[config.mk]
export PLATFORM = sky130hd
export DESIGN_NAME = bspline_basis_evaluator_unit
export DESIGN_NICKNAME = d
export VERILOG_FILES = /design/src/rtl/bbe_pkg.sv /design/src/rtl/bbe_ram.sv /design/src/rtl/bbe_divider.sv /design/src/rtl/bbe_datapath.sv /design/src/rtl/bbe_ctrl.sv /design/src/rtl/bspline_basis_evaluator_unit.sv
export SDC_FILE = /design/constraint.sdc
export NUM_CORES = 2
export LEC_CHECK = 0
export BUFFER_PORTS_ARGS = -buffer_cell sky130_fd_sc_hd__buf_2
export CELL_PAD_IN_SITES_DETAIL_PLACEMENT = 0
export CELL_PAD_IN_SITES_GLOBAL_PLACEMENT = 1
export CORE_ASPECT_RATIO = 0.8
export CORE_UTILIZATION = 58
export CTS_CLUSTER_SIZE = 25
export DETAILED_ROUTE_END_ITERATION = 7
export PLACE_DENSITY = 0.94
export SYNTH_ARGS = -nofsm -noshare
export SYNTH_HDL_FRONTEND = slang
export SYNTH_SLANG_ARGS = --single-unit
[constraint.sdc]
create_clock -name clk -period 24 [get_ports clk]
set_clock_uncertainty 0.1 [all_clocks]
set_input_delay 4.8 -clock clk [delete_from_list [all_inputs] [get_ports clk]]
set_output_delay 4.8 -clock clk [all_outputs]
set_load 0.01 [all_outputs]
[src/rtl/bbe_pkg.sv]
package bbe_pkg;

    // Knot table geometry
    localparam int KNOT_DEPTH = 32;
    localparam int KNOT_AW    = $clog2(KNOT_DEPTH);

    // Degree and counters over triangle rows and positions
    localparam int MAX_DEGREE = 3;
    localparam int DEG_W      = 2;
    localparam int CNT_W      = $clog2(MAX_DEGREE + 1);

    // Fixed point formats
    localparam int FRAC_BITS = 16;
    localparam int VAL_W     = FRAC_BITS + 1;
    localparam int DEN_W     = VAL_W + 1;
    localparam int QUO_W     = VAL_W + FRAC_BITS;
    localparam int PROD_W    = VAL_W + QUO_W;
    localparam int STAT_W    = 2;

    localparam logic [VAL_W-1:0] ONE_FX        = VAL_W'(1) << FRAC_BITS;
    localparam logic [DEG_W-1:0] DEGREE_RESET  = DEG_W'(3);

    // Opcodes of an input transaction
    localparam logic OPC_KNOT = 1'b0;
    localparam logic OPC_EVAL = 1'b1;

    typedef enum logic [STAT_W-1:0] {
        STATUS_OK   = 2'd0,
        STATUS_SPAN = 2'd1,
        STATUS_DZ   = 2'd2
    } status_t;

    typedef enum logic [3:0] {
        ST_IDLE,
        ST_CHECK,
        ST_RD_L,
        ST_RD_R,
        ST_CAP_R,
        ST_DIV_START,
        ST_DIV_WAIT,
        ST_MUL_R,
        ST_MUL_L,
        ST_UPD,
        ST_EMIT,
        ST_EMIT_ERR
    } state_t;

    typedef struct packed {
        logic knot_wr;
        logic load_item;
        logic rd_right;
        logic cap_left;
        logic cap_right;
        logic start_row;
        logic div_start;
        logic q_zero;
        logic q_load;
        logic mul_right;
        logic mul_left;
        logic upd;
        logic inc_r;
        logic inc_j;
        logic clr_r;
        logic out_load;
        logic out_err;
    } ctrl_cmd_t;

    typedef struct packed {
        logic span_bad;
        logic p_zero;
        logic den_zero;
        logic div_done;
        logic r_last;
        logic j_last;
        logic emit_last;
        logic out_free;
    } dp_status_t;

endpackage

[src/rtl/bbe_ram.sv]
module bbe_ram #(
    parameter int WIDTH = 17,
    parameter int DEPTH = 32
) (
    input  logic                     clk,
    input  logic                     we,
    input  logic [$clog2(DEPTH)-1:0] waddr,
    input  logic [WIDTH-1:0]         wdata,
    input  logic [$clog2(DEPTH)-1:0] raddr,
    output logic [WIDTH-1:0]         rdata
);

    logic [WIDTH-1:0] mem [DEPTH];
    logic [WIDTH-1:0] rdata_reg;

    always_ff @(posedge clk)
    begin
        if (we)
        begin
            mem[waddr] <= wdata;
        end
        rdata_reg <= mem[raddr];
    end

    assign rdata = rdata_reg;

endmodule

[src/rtl/bbe_divider.sv]
module bbe_divider (
    input  logic                      clk,
    input  logic                      rst_n,
    input  logic                      start,
    input  logic [bbe_pkg::QUO_W-1:0] dividend,
    input  logic [bbe_pkg::DEN_W-1:0] divisor,
    output logic                      done,
    output logic [bbe_pkg::QUO_W-1:0] quotient
);
    import bbe_pkg::*;

    // Radix-2 restoring division, two quotient bits per cycle
    localparam int DIV_STEPS = (QUO_W + 1) / 2;
    localparam int DVD_W     = 2 * DIV_STEPS;
    localparam int STEP_CW   = $clog2(DIV_STEPS + 1);

    logic [DVD_W-1:0]   dvd_reg;
    logic [DVD_W-1:0]   dvd_next;
    logic [DEN_W-1:0]   rem_reg;
    logic [DEN_W-1:0]   rem_next;
    logic [DEN_W-1:0]   dvs_reg;
    logic [STEP_CW-1:0] cnt_reg;
    logic               busy_reg;
    logic               done_reg;

    logic [DEN_W:0]     rem_a;
    logic [DEN_W:0]     rem_a_sub;
    logic               ge_a;
    logic [DEN_W:0]     rem_b;
    logic [DEN_W:0]     rem_b_sub;
    logic               ge_b;

    always_comb
    begin
        rem_a     = {rem_reg, dvd_reg[DVD_W-1]};
        ge_a      = rem_a >= {1'b0, dvs_reg};
        rem_a_sub = ge_a ? (rem_a - {1'b0, dvs_reg}) : rem_a;
        rem_b     = {rem_a_sub[DEN_W-1:0], dvd_reg[DVD_W-2]};
        ge_b      = rem_b >= {1'b0, dvs_reg};
        rem_b_sub = ge_b ? (rem_b - {1'b0, dvs_reg}) : rem_b;
        rem_next  = rem_b_sub[DEN_W-1:0];
        dvd_next  = {dvd_reg[DVD_W-3:0], ge_a, ge_b};
    end

    always_ff @(posedge clk or negedge rst_n)
    begin
        if (!rst_n)
        begin
            busy_reg <= 1'b0;
            done_reg <= 1'b0;
        end
        else
        begin
            done_reg <= 1'b0;
            if (start)
            begin
                busy_reg <= 1'b1;
            end
            else if (busy_reg && cnt_reg == STEP_CW'(1))
            begin
                busy_reg <= 1'b0;
                done_reg <= 1'b1;
            end
        end
    end

    always_ff @(posedge clk)
    begin
        if (start)
        begin
            dvd_reg <= DVD_W'(dividend);
            rem_reg <= '0;
            dvs_reg <= divisor;
            cnt_reg <= STEP_CW'(DIV_STEPS);
        end
        else if (busy_reg)
        begin
            dvd_reg <= dvd_next;
            rem_reg <= rem_next;
            cnt_reg <= cnt_reg - STEP_CW'(1);
        end
    end

    assign done     = done_reg;
    assign quotient = dvd_reg[QUO_W-1:0];

endmodule

[src/rtl/bbe_datapath.sv]
module bbe_datapath (
    input  logic                       clk,
    input  logic                       rst_n,
    input  bbe_pkg::ctrl_cmd_t         cmd,
    output bbe_pkg::dp_status_t        stat,
    input  logic [bbe_pkg::KNOT_AW-1:0] knot_index,
    input  logic [bbe_pkg::VAL_W-1:0]  knot_value,
    input  logic [bbe_pkg::KNOT_AW-1:0] span_index,
    input  logic [bbe_pkg::VAL_W-1:0]  param_u,
    input  logic                       cfg_wr_en,
    input  logic [bbe_pkg::DEG_W-1:0]  cfg_wr_data,
    input  logic                       out_stall,
    output logic                       out_valid,
    output logic [bbe_pkg::VAL_W-1:0]  basis_value,
    output logic [bbe_pkg::DEG_W-1:0]  basis_offset,
    output logic [bbe_pkg::STAT_W-1:0] status,
    output logic                       last_result
);
    import bbe_pkg::*;

    logic [DEG_W-1:0]   degree_reg;
    logic [KNOT_AW-1:0] span_reg;
    logic [VAL_W-1:0]   u_reg;
    logic [DEG_W-1:0]   p_reg;
    logic [CNT_W-1:0]   j_reg;
    logic [CNT_W-1:0]   r_reg;
    logic [VAL_W-1:0]   left_reg  [1:MAX_DEGREE];
    logic [VAL_W-1:0]   right_reg [1:MAX_DEGREE];
    logic [VAL_W-1:0]   nb_reg    [0:MAX_DEGREE];
    logic [VAL_W-1:0]   saved_reg;
    logic [QUO_W-1:0]   q_reg;
    logic [PROD_W-1:0]  prod_reg;
    status_t            stat_reg;

    logic               out_valid_reg;
    logic [VAL_W-1:0]   out_value_reg;
    logic [DEG_W-1:0]   out_offset_reg;
    status_t            out_status_reg;
    logic               out_last_reg;

    logic [KNOT_AW-1:0] rd_addr;
    logic [VAL_W-1:0]   rd_data;
    logic [VAL_W-1:0]   left_new;
    logic [VAL_W-1:0]   right_new;
    logic [CNT_W-1:0]   r_plus;
    logic [CNT_W-1:0]   j_minus_r;
    logic [VAL_W-1:0]   right_sel;
    logic [VAL_W-1:0]   left_sel;
    logic [DEN_W-1:0]   den;
    logic [QUO_W-1:0]   dividend;
    logic [QUO_W-1:0]   quotient;
    logic               div_done;
    logic [VAL_W-1:0]   mul_a;
    logic [PROD_W-1:0]  mul_result;
    logic [VAL_W-1:0]   prod_hi;
    logic [VAL_W:0]     nb_sum;
    logic [KNOT_AW:0]   span_plus1;
    logic [KNOT_AW:0]   span_plus_p;

    // Knot store: written from input transactions, read for the triangle
    bbe_ram #(
        .WIDTH (VAL_W),
        .DEPTH (KNOT_DEPTH)
    ) u_bbe_ram (
        .clk   (clk),
        .we    (cmd.knot_wr),
        .waddr (knot_index),
        .wdata (knot_value),
        .raddr (rd_addr),
        .rdata (rd_data)
    );

    bbe_divider u_bbe_divider (
        .clk      (clk),
        .rst_n    (rst_n),
        .start    (cmd.div_start),
        .dividend (dividend),
        .divisor  (den),
        .done     (div_done),
        .quotient (quotient)
    );

    always_comb
    begin
        rd_addr   = cmd.rd_right ? (span_reg + KNOT_AW'(j_reg))
                                 : (span_reg + KNOT_AW'(1) - KNOT_AW'(j_reg));
        left_new  = (u_reg > rd_data) ? (u_reg - rd_data) : '0;
        right_new = (rd_data > u_reg) ? (rd_data - u_reg) : '0;

        r_plus    = r_reg + CNT_W'(1);
        j_minus_r = j_reg - r_reg;
        right_sel = right_reg[r_plus];
        left_sel  = left_reg[j_minus_r];
        den       = {1'b0, right_sel} + {1'b0, left_sel};
        dividend  = {nb_reg[r_reg], FRAC_BITS'(0)};

        mul_a      = cmd.mul_left ? left_sel : right_sel;
        mul_result = PROD_W'(mul_a) * PROD_W'(q_reg);
        prod_hi    = prod_reg[FRAC_BITS +: VAL_W];
        nb_sum     = {1'b0, saved_reg} + {1'b0, prod_hi};

        span_plus1  = {1'b0, span_reg} + (KNOT_AW+1)'(1);
        span_plus_p = {1'b0, span_reg} + (KNOT_AW+1)'(p_reg);

        stat.span_bad  = (span_plus1 < (KNOT_AW+1)'(p_reg))
                      || (span_plus_p >= (KNOT_AW+1)'(KNOT_DEPTH));
        stat.p_zero    = p_reg == '0;
        stat.den_zero  = den == '0;
        stat.div_done  = div_done;
        stat.r_last    = r_plus == j_reg;
        stat.j_last    = j_reg == CNT_W'(p_reg);
        stat.emit_last = r_reg == CNT_W'(p_reg);
        stat.out_free  = !out_valid_reg || !out_stall;
    end

    always_ff @(posedge clk or negedge rst_n)
    begin
        if (!rst_n)
        begin
            degree_reg    <= DEGREE_RESET;
            out_valid_reg <= 1'b0;
        end
        else
        begin
            if (cfg_wr_en)
            begin
                degree_reg <= cfg_wr_data;
            end
            if (cmd.out_load || cmd.out_err)
            begin
                out_valid_reg <= 1'b1;
            end
            else if (!out_stall)
            begin
                out_valid_reg <= 1'b0;
            end
        end
    end

    always_ff @(posedge clk)
    begin
        if (cmd.load_item)
        begin
            span_reg  <= span_index;
            u_reg     <= param_u;
            p_reg     <= degree_reg;
            nb_reg[0] <= ONE_FX;
            for (int k = 1; k <= MAX_DEGREE; k++)
            begin
                nb_reg[k] <= '0;
            end
            stat_reg  <= STATUS_OK;
            j_reg     <= CNT_W'(1);
            r_reg     <= '0;
        end
        if (cmd.start_row)
        begin
            saved_reg <= '0;
            r_reg     <= '0;
        end
        if (cmd.cap_left)
        begin
            left_reg[j_reg] <= left_new;
        end
        if (cmd.cap_right)
        begin
            right_reg[j_reg] <= right_new;
        end
        if (cmd.q_zero)
        begin
            q_reg    <= '0;
            stat_reg <= STATUS_DZ;
        end
        if (cmd.q_load)
        begin
            q_reg <= quotient;
        end
        if (cmd.mul_right)
        begin
            prod_reg <= mul_result;
        end
        if (cmd.mul_left)
        begin
            nb_reg[r_reg] <= nb_sum[VAL_W-1:0];
            prod_reg      <= mul_result;
        end
        if (cmd.upd)
        begin
            saved_reg <= prod_hi;
            if (stat.r_last)
            begin
                nb_reg[j_reg] <= prod_hi;
            end
        end
        if (cmd.inc_r)
        begin
            r_reg <= r_plus;
        end
        if (cmd.clr_r)
        begin
            r_reg <= '0;
        end
        if (cmd.inc_j)
        begin
            j_reg <= j_reg + CNT_W'(1);
        end
        if (cmd.out_load)
        begin
            out_value_reg  <= nb_reg[r_reg];
            out_offset_reg <= DEG_W'(r_reg);
            out_status_reg <= stat_reg;
            out_last_reg   <= stat.emit_last;
        end
        if (cmd.out_err)
        begin
            out_value_reg  <= '0;
            out_offset_reg <= '0;
            out_status_reg <= STATUS_SPAN;
            out_last_reg   <= 1'b1;
        end
    end

    assign out_valid    = out_valid_reg;
    assign basis_value  = out_value_reg;
    assign basis_offset = out_offset_reg;
    assign status       = out_status_reg;
    assign last_result  = out_last_reg;

endmodule

[src/rtl/bbe_ctrl.sv]
module bbe_ctrl (
    input  logic                clk,
    input  logic                rst_n,
    input  logic                in_valid,
    input  logic                opcode,
    input  bbe_pkg::dp_status_t stat,
    output logic                in_stall,
    output bbe_pkg::ctrl_cmd_t  cmd
);
    import bbe_pkg::*;

    state_t state_reg;
    state_t state_next;

    always_ff @(posedge clk or negedge rst_n)
    begin
        if (!rst_n)
        begin
            state_reg <= ST_IDLE;
        end
        else
        begin
            state_reg <= state_next;
        end
    end

    always_comb
    begin
        state_next = state_reg;
        cmd        = '0;
        in_stall   = state_reg != ST_IDLE;
        unique case (state_reg)
            ST_IDLE:
            begin
                if (in_valid)
                begin
                    if (opcode == OPC_KNOT)
                    begin
                        cmd.knot_wr = 1'b1;
                    end
                    else
                    begin
                        cmd.load_item = 1'b1;
                        state_next    = ST_CHECK;
                    end
                end
            end
            ST_CHECK:
            begin
                if (stat.span_bad)
                begin
                    state_next = ST_EMIT_ERR;
                end
                else if (stat.p_zero)
                begin
                    state_next = ST_EMIT;
                end
                else
                begin
                    state_next = ST_RD_L;
                end
            end
            ST_RD_L:
            begin
                // Fetch the left knot of this row; reset row accumulators
                cmd.start_row = 1'b1;
                state_next    = ST_RD_R;
            end
            ST_RD_R:
            begin
                cmd.rd_right = 1'b1;
                cmd.cap_left = 1'b1;
                state_next   = ST_CAP_R;
            end
            ST_CAP_R:
            begin
                cmd.cap_right = 1'b1;
                state_next    = ST_DIV_START;
            end
            ST_DIV_START:
            begin
                if (stat.den_zero)
                begin
                    cmd.q_zero = 1'b1;
                    state_next = ST_MUL_R;
                end
                else
                begin
                    cmd.div_start = 1'b1;
                    state_next    = ST_DIV_WAIT;
                end
            end
            ST_DIV_WAIT:
            begin
                if (stat.div_done)
                begin
                    cmd.q_load = 1'b1;
                    state_next = ST_MUL_R;
                end
            end
            ST_MUL_R:
            begin
                cmd.mul_right = 1'b1;
                state_next    = ST_MUL_L;
            end
            ST_MUL_L:
            begin
                cmd.mul_left = 1'b1;
                state_next   = ST_UPD;
            end
            ST_UPD:
            begin
                cmd.upd = 1'b1;
                if (!stat.r_last)
                begin
                    cmd.inc_r  = 1'b1;
                    state_next = ST_DIV_START;
                end
                else if (!stat.j_last)
                begin
                    cmd.inc_j  = 1'b1;
                    state_next = ST_RD_L;
                end
                else
                begin
                    cmd.clr_r  = 1'b1;
                    state_next = ST_EMIT;
                end
            end
            ST_EMIT:
            begin
                if (stat.out_free)
                begin
                    cmd.out_load = 1'b1;
                    if (stat.emit_last)
                    begin
                        state_next = ST_IDLE;
                    end
                    else
                    begin
                        cmd.inc_r = 1'b1;
                    end
                end
            end
            ST_EMIT_ERR:
            begin
                if (stat.out_free)
                begin
                    cmd.out_err = 1'b1;
                    state_next  = ST_IDLE;
                end
            end
            default:
            begin
                state_next = ST_IDLE;
            end
        endcase
    end

endmodule

[src/rtl/bspline_basis_evaluator_unit.sv]
// B-spline basis evaluator (Cox-de Boor triangle), 16 fraction bit fixed point.
//
// Input channel (in_valid / in_stall): one transaction is either a knot write
// (opcode 0: knot_value goes to table entry knot_index, no result) or an
// evaluation (opcode 1: span_index and param_u). A knot write completes in the
// accepting cycle. An evaluation produces degree+1 result transactions on the
// output channel (out_valid / out_stall), positions 0..degree in order, the
// final one marked by last_result; a span that leaves the knot table gives a
// single result with status 1, and a zero denominator marks every result of
// that evaluation with status 2.
//
// Per evaluation: knot reads, one quotient per triangle cell (forced to zero
// for a zero denominator, else from a shared two-bits-per-cycle divider) and
// two passes through one shared multiplier. in_stall is high from acceptance
// of an evaluation until its last result is loaded into the output register.
//
// The output register holds a result while out_stall is high; the block waits
// for it to drain before loading the next one. Reset returns to idle, empties
// the output register and sets degree to 3; the knot table keeps no reset.
// cfg_wr_en writes cfg_wr_data into degree; write it only while idle.
module bspline_basis_evaluator_unit (
    input  logic                        clk,
    input  logic                        rst_n,
    input  logic                        in_valid,
    output logic                        in_stall,
    input  logic                        opcode,
    input  logic [bbe_pkg::KNOT_AW-1:0] knot_index,
    input  logic [bbe_pkg::VAL_W-1:0]   knot_value,
    input  logic [bbe_pkg::KNOT_AW-1:0] span_index,
    input  logic [bbe_pkg::VAL_W-1:0]   param_u,
    output logic                        out_valid,
    input  logic                        out_stall,
    output logic [bbe_pkg::VAL_W-1:0]   basis_value,
    output logic [bbe_pkg::DEG_W-1:0]   basis_offset,
    output logic [bbe_pkg::STAT_W-1:0]  status,
    output logic                        last_result,
    input  logic                        cfg_wr_en,
    input  logic [bbe_pkg::DEG_W-1:0]   cfg_wr_data
);
    import bbe_pkg::*;

    ctrl_cmd_t  cmd;
    dp_status_t dp_stat;

    // Sequencer: walks the triangle rows and cells, then drains results
    bbe_ctrl u_bbe_ctrl (
        .clk      (clk),
        .rst_n    (rst_n),
        .in_valid (in_valid),
        .opcode   (opcode),
        .stat     (dp_stat),
        .in_stall (in_stall),
        .cmd      (cmd)
    );

    // Knot store, differences, divider, multiplier and output register
    bbe_datapath u_bbe_datapath (
        .clk          (clk),
        .rst_n        (rst_n),
        .cmd          (cmd),
        .stat         (dp_stat),
        .knot_index   (knot_index),
        .knot_value   (knot_value),
        .span_index   (span_index),
        .param_u      (param_u),
        .cfg_wr_en    (cfg_wr_en),
        .cfg_wr_data  (cfg_wr_data),
        .out_stall    (out_stall),
        .out_valid    (out_valid),
        .basis_value  (basis_value),
        .basis_offset (basis_offset),
        .status       (status),
        .last_result  (last_result)
    );

endmodule

==> results_dict.tcl <==
set metrics [dict create \
    status "finished, final reports clean" \
    cp_common_cell "fa_1" \
    fin_tns_setup_ns 0 \
    worstHoldStart "u_bbe_datapath.status[0]" \
    dieWidth_um 342 \
    max_stage_delay_ns 0.73 \
    dieArea_um2 93700 \
    antenna_found_initial 4 \
    via_per_inst 6.18 \
    clock_latency_ns 0.69 \
    final_antenna_net_count 0 \
    finalHoldViolCount 0 \
    syn_nets 4759 \
    cts_tree "done" \
    multi_input_area_um2 23900 \
    gp_congestion 0.900 \
    port_buffers 75 \
    drtPass1Iterations 6 \
    grt_max_degree 100 \
    start_util_pct 58.7 \
    cp.required_ns 24.30 \
    seqCellArea_um2 27200 \
    rsz0062_at_grt "false" \
    wl_um 136000 \
    syn_area_per_cell_um2 12.8 \
    cts_max_level 3 \
    max_cap_violations 0 \
    std_cell_rows 99 \
    syn_inst 4179 \
    cts_buffer_depth 3 \
    synth_most_common_cell "edfxtp_1" \
    clock-root-buffer "clkbuf_16" \
    worst_slew_pin_slew_ns 1.24 \
    period_needed_ns 9.14 \
    ioPinCount 76 \
    synth_largest_type_area_fraction_pct 47.2 \
    fmax_ghz 0.109 \
    regToRegEndpoint "u_bbe_datapath.prod_reg[31]" \
    largest_reg_flops 544 \
    slew_violations 0 \
    cp_num_buf_inv 5 \
    fp.dieH_um 274 \
    critPathSlowestCell "mux2_2" \
    max-slew-margin-rel_pct 17.1 \
    nets 4793 \
    cts_sinks 935 \
    period_share_pct 38.1 \
    cts_setup_buffers 0 \
    ys.warnings.count 0 \
    cts_buffers 87 \
    core_um2 91400 \
    n_fill_cell 6484 \
    setup_viol 0 \
    synth-edff-count 842 \
    arrival_ns 9.44 \
    synth_area_leaders "edfxtp_1, fa_1, mux4_2, ha_1, inv_1" \
    r2r_start "u_bbe_datapath.r_reg[1]" \
    yosysUniqueCellTypes 81 \
    ctsHoldBuffers 0 \
    post_cts_resized 0 \
    ys_ff_latch 935 \
    start_kind "register" \
    drc_errors 0 \
    track_usage_pct 29.4 \
    clk_pin_slew_ns 0.06 \
    whs_path_depth 1 \
    worstRegToRegCells 29 \
    crit_fanout 40 \
    critPathKind "register to register" \
    first_iter_violations 4123 \
    place.detailed.hpwl_um 88000 \
    post_drt_wl_per_cell_um 24.7 \
    gr-total-overflow 0 \
    synth_flop_cell "edfxtp_1" \
    synth_common_cells "edfxtp_1, inv_1, nand2_1" \
    cp-end-kind "register" \
    synth.cell_area_um2 53600 \
    syn2layout_area_growth_pct 8.32 \
    crit_family "adder cells" \
    grt_pass1_wl_um 206000 \
    num_vias 34000 \
    synthArstFlopShare_pct 0.963 \
    layout-drive-gt1-share_pct 12.0 \
    regToRegSetupSlack_ns 14.86 \
    min_to "u_bbe_datapath.status[0]" \
    hold_class "register to register" \
    grt_pass1_vias 34000 \
    ys_seq_area_share_pct 50.7 \
    synth.largest_area_cell "edfxtp_1" \
]
==> worst max-delay path by stage <==
stage | start | to | slack [ns] | depth (start not counted)
6_report | u_bbe_datapath.r_reg[1] | u_bbe_datapath.prod_reg[31] | 14.86 | 29
5_1_grt | u_bbe_datapath.r_reg[1] | u_bbe_datapath.prod_reg[31] | 14.33 | 29
4_1_cts | u_bbe_datapath.r_reg[1] | u_bbe_datapath.prod_reg[31] | 15.01 | 29
3_5_place_dp | u_bbe_datapath.r_reg[1] | u_bbe_datapath.prod_reg[31] | 15.03 | 29
3_3_place_gp | u_bbe_datapath.r_reg[1] | u_bbe_datapath.prod_reg[31] | 15.23 | 29
2_1_floorplan | u_bbe_datapath.j_reg[0] | u_bbe_datapath.prod_reg[31] | 15.77 | 31
==> logic make-up after synthesis <==
logic type | Yosys count | synth area share (%)
AND/OR/NAND/NOR | 1077 | 9.43
flip-flops | 935 | 50.7
buffers and inverters | 690 | 4.92
adder cells (fa/ha/maj) | 528 | 17.1
AO/OA/AOI/OAI | 493 | 5.92
multiplexers | 315 | 9.60
XOR/XNOR | 141 | 2.33
==> through the flow <==
stage	hold WS (ns)	utilization, %	cells	setup WS, ns	cell area (µm²)
after global routing	0.370	63.5	5496	14.33	58100
final	0.346	63.5	5498	14.86	58100
after CTS	0.349	63.5	5495	15.01	58100
after global placement	0.336	60.5	5336	15.23	55300
after detailed placement	0.336	60.5	5336	15.03	55300
after floorplan	0.326	-	4179	15.77	53600
==> final cells by class <==
| class | count | share of cell area [%] |
|---|---|---|
| tap | 1212 | 2.61 |
| timing repair buffer | 134 | 1.43 |
| multi-input combinational | 2554 | 41.1 |
| inverter | 501 | 3.24 |
| antenna | 3 | 0.0129 |
| clock buffer | 123 | 4.03 |
| clock inverter | 36 | 0.739 |
| sequential | 935 | 46.8 |
==> cells in the final DEF, fill, tap and decap left out, types with 8 or more instances in the layout <==
cell type  instances
nand2_1          459
dfxtp_1           83
xor2_1            52
o211ai_1          23
a31oi_1            9
clkinv_1          16
o21a_1            15
clkbuf_1          33
o21ai_1           11
nand4_1           16
inv_1            501
a22oi_1           18
o21bai_1          20
nor3_1            23
edfxtp_1         842
mux4_2           153
a21oi_1          140
o22ai_1            8
nand3_1           14
nand2b_1          24
xnor2_1           86
buf_4             58
nor2b_1           39
buf_2             75
and2_1           183
nor2_1           231
a21o_1            39
clkbuf_16         87
fa_1             340
o21ai_0          109
o31ai_1            8
a211oi_1          37
nor2_4            10
ha_1             188
mux2_2            64
mux2i_1           97
and3_1            36
==> routing by layer <==
| metal | track usage [%] | routed length, µm | up-vias |
|---|---|---|---|
| met4 | 8.72 | 4000 | 2 |
| met5 | 0 | 20 | - |
| met1 | 42.1 | 53600 | 17000 |
| li1 | - | - | 14500 |
| met3 | 7.27 | 16000 | 317 |
| met2 | 44.8 | 61900 | 2130 |
Power is not shown: default switching activity piles up to over one toggle a cycle in this logic, so the estimate is an artifact.
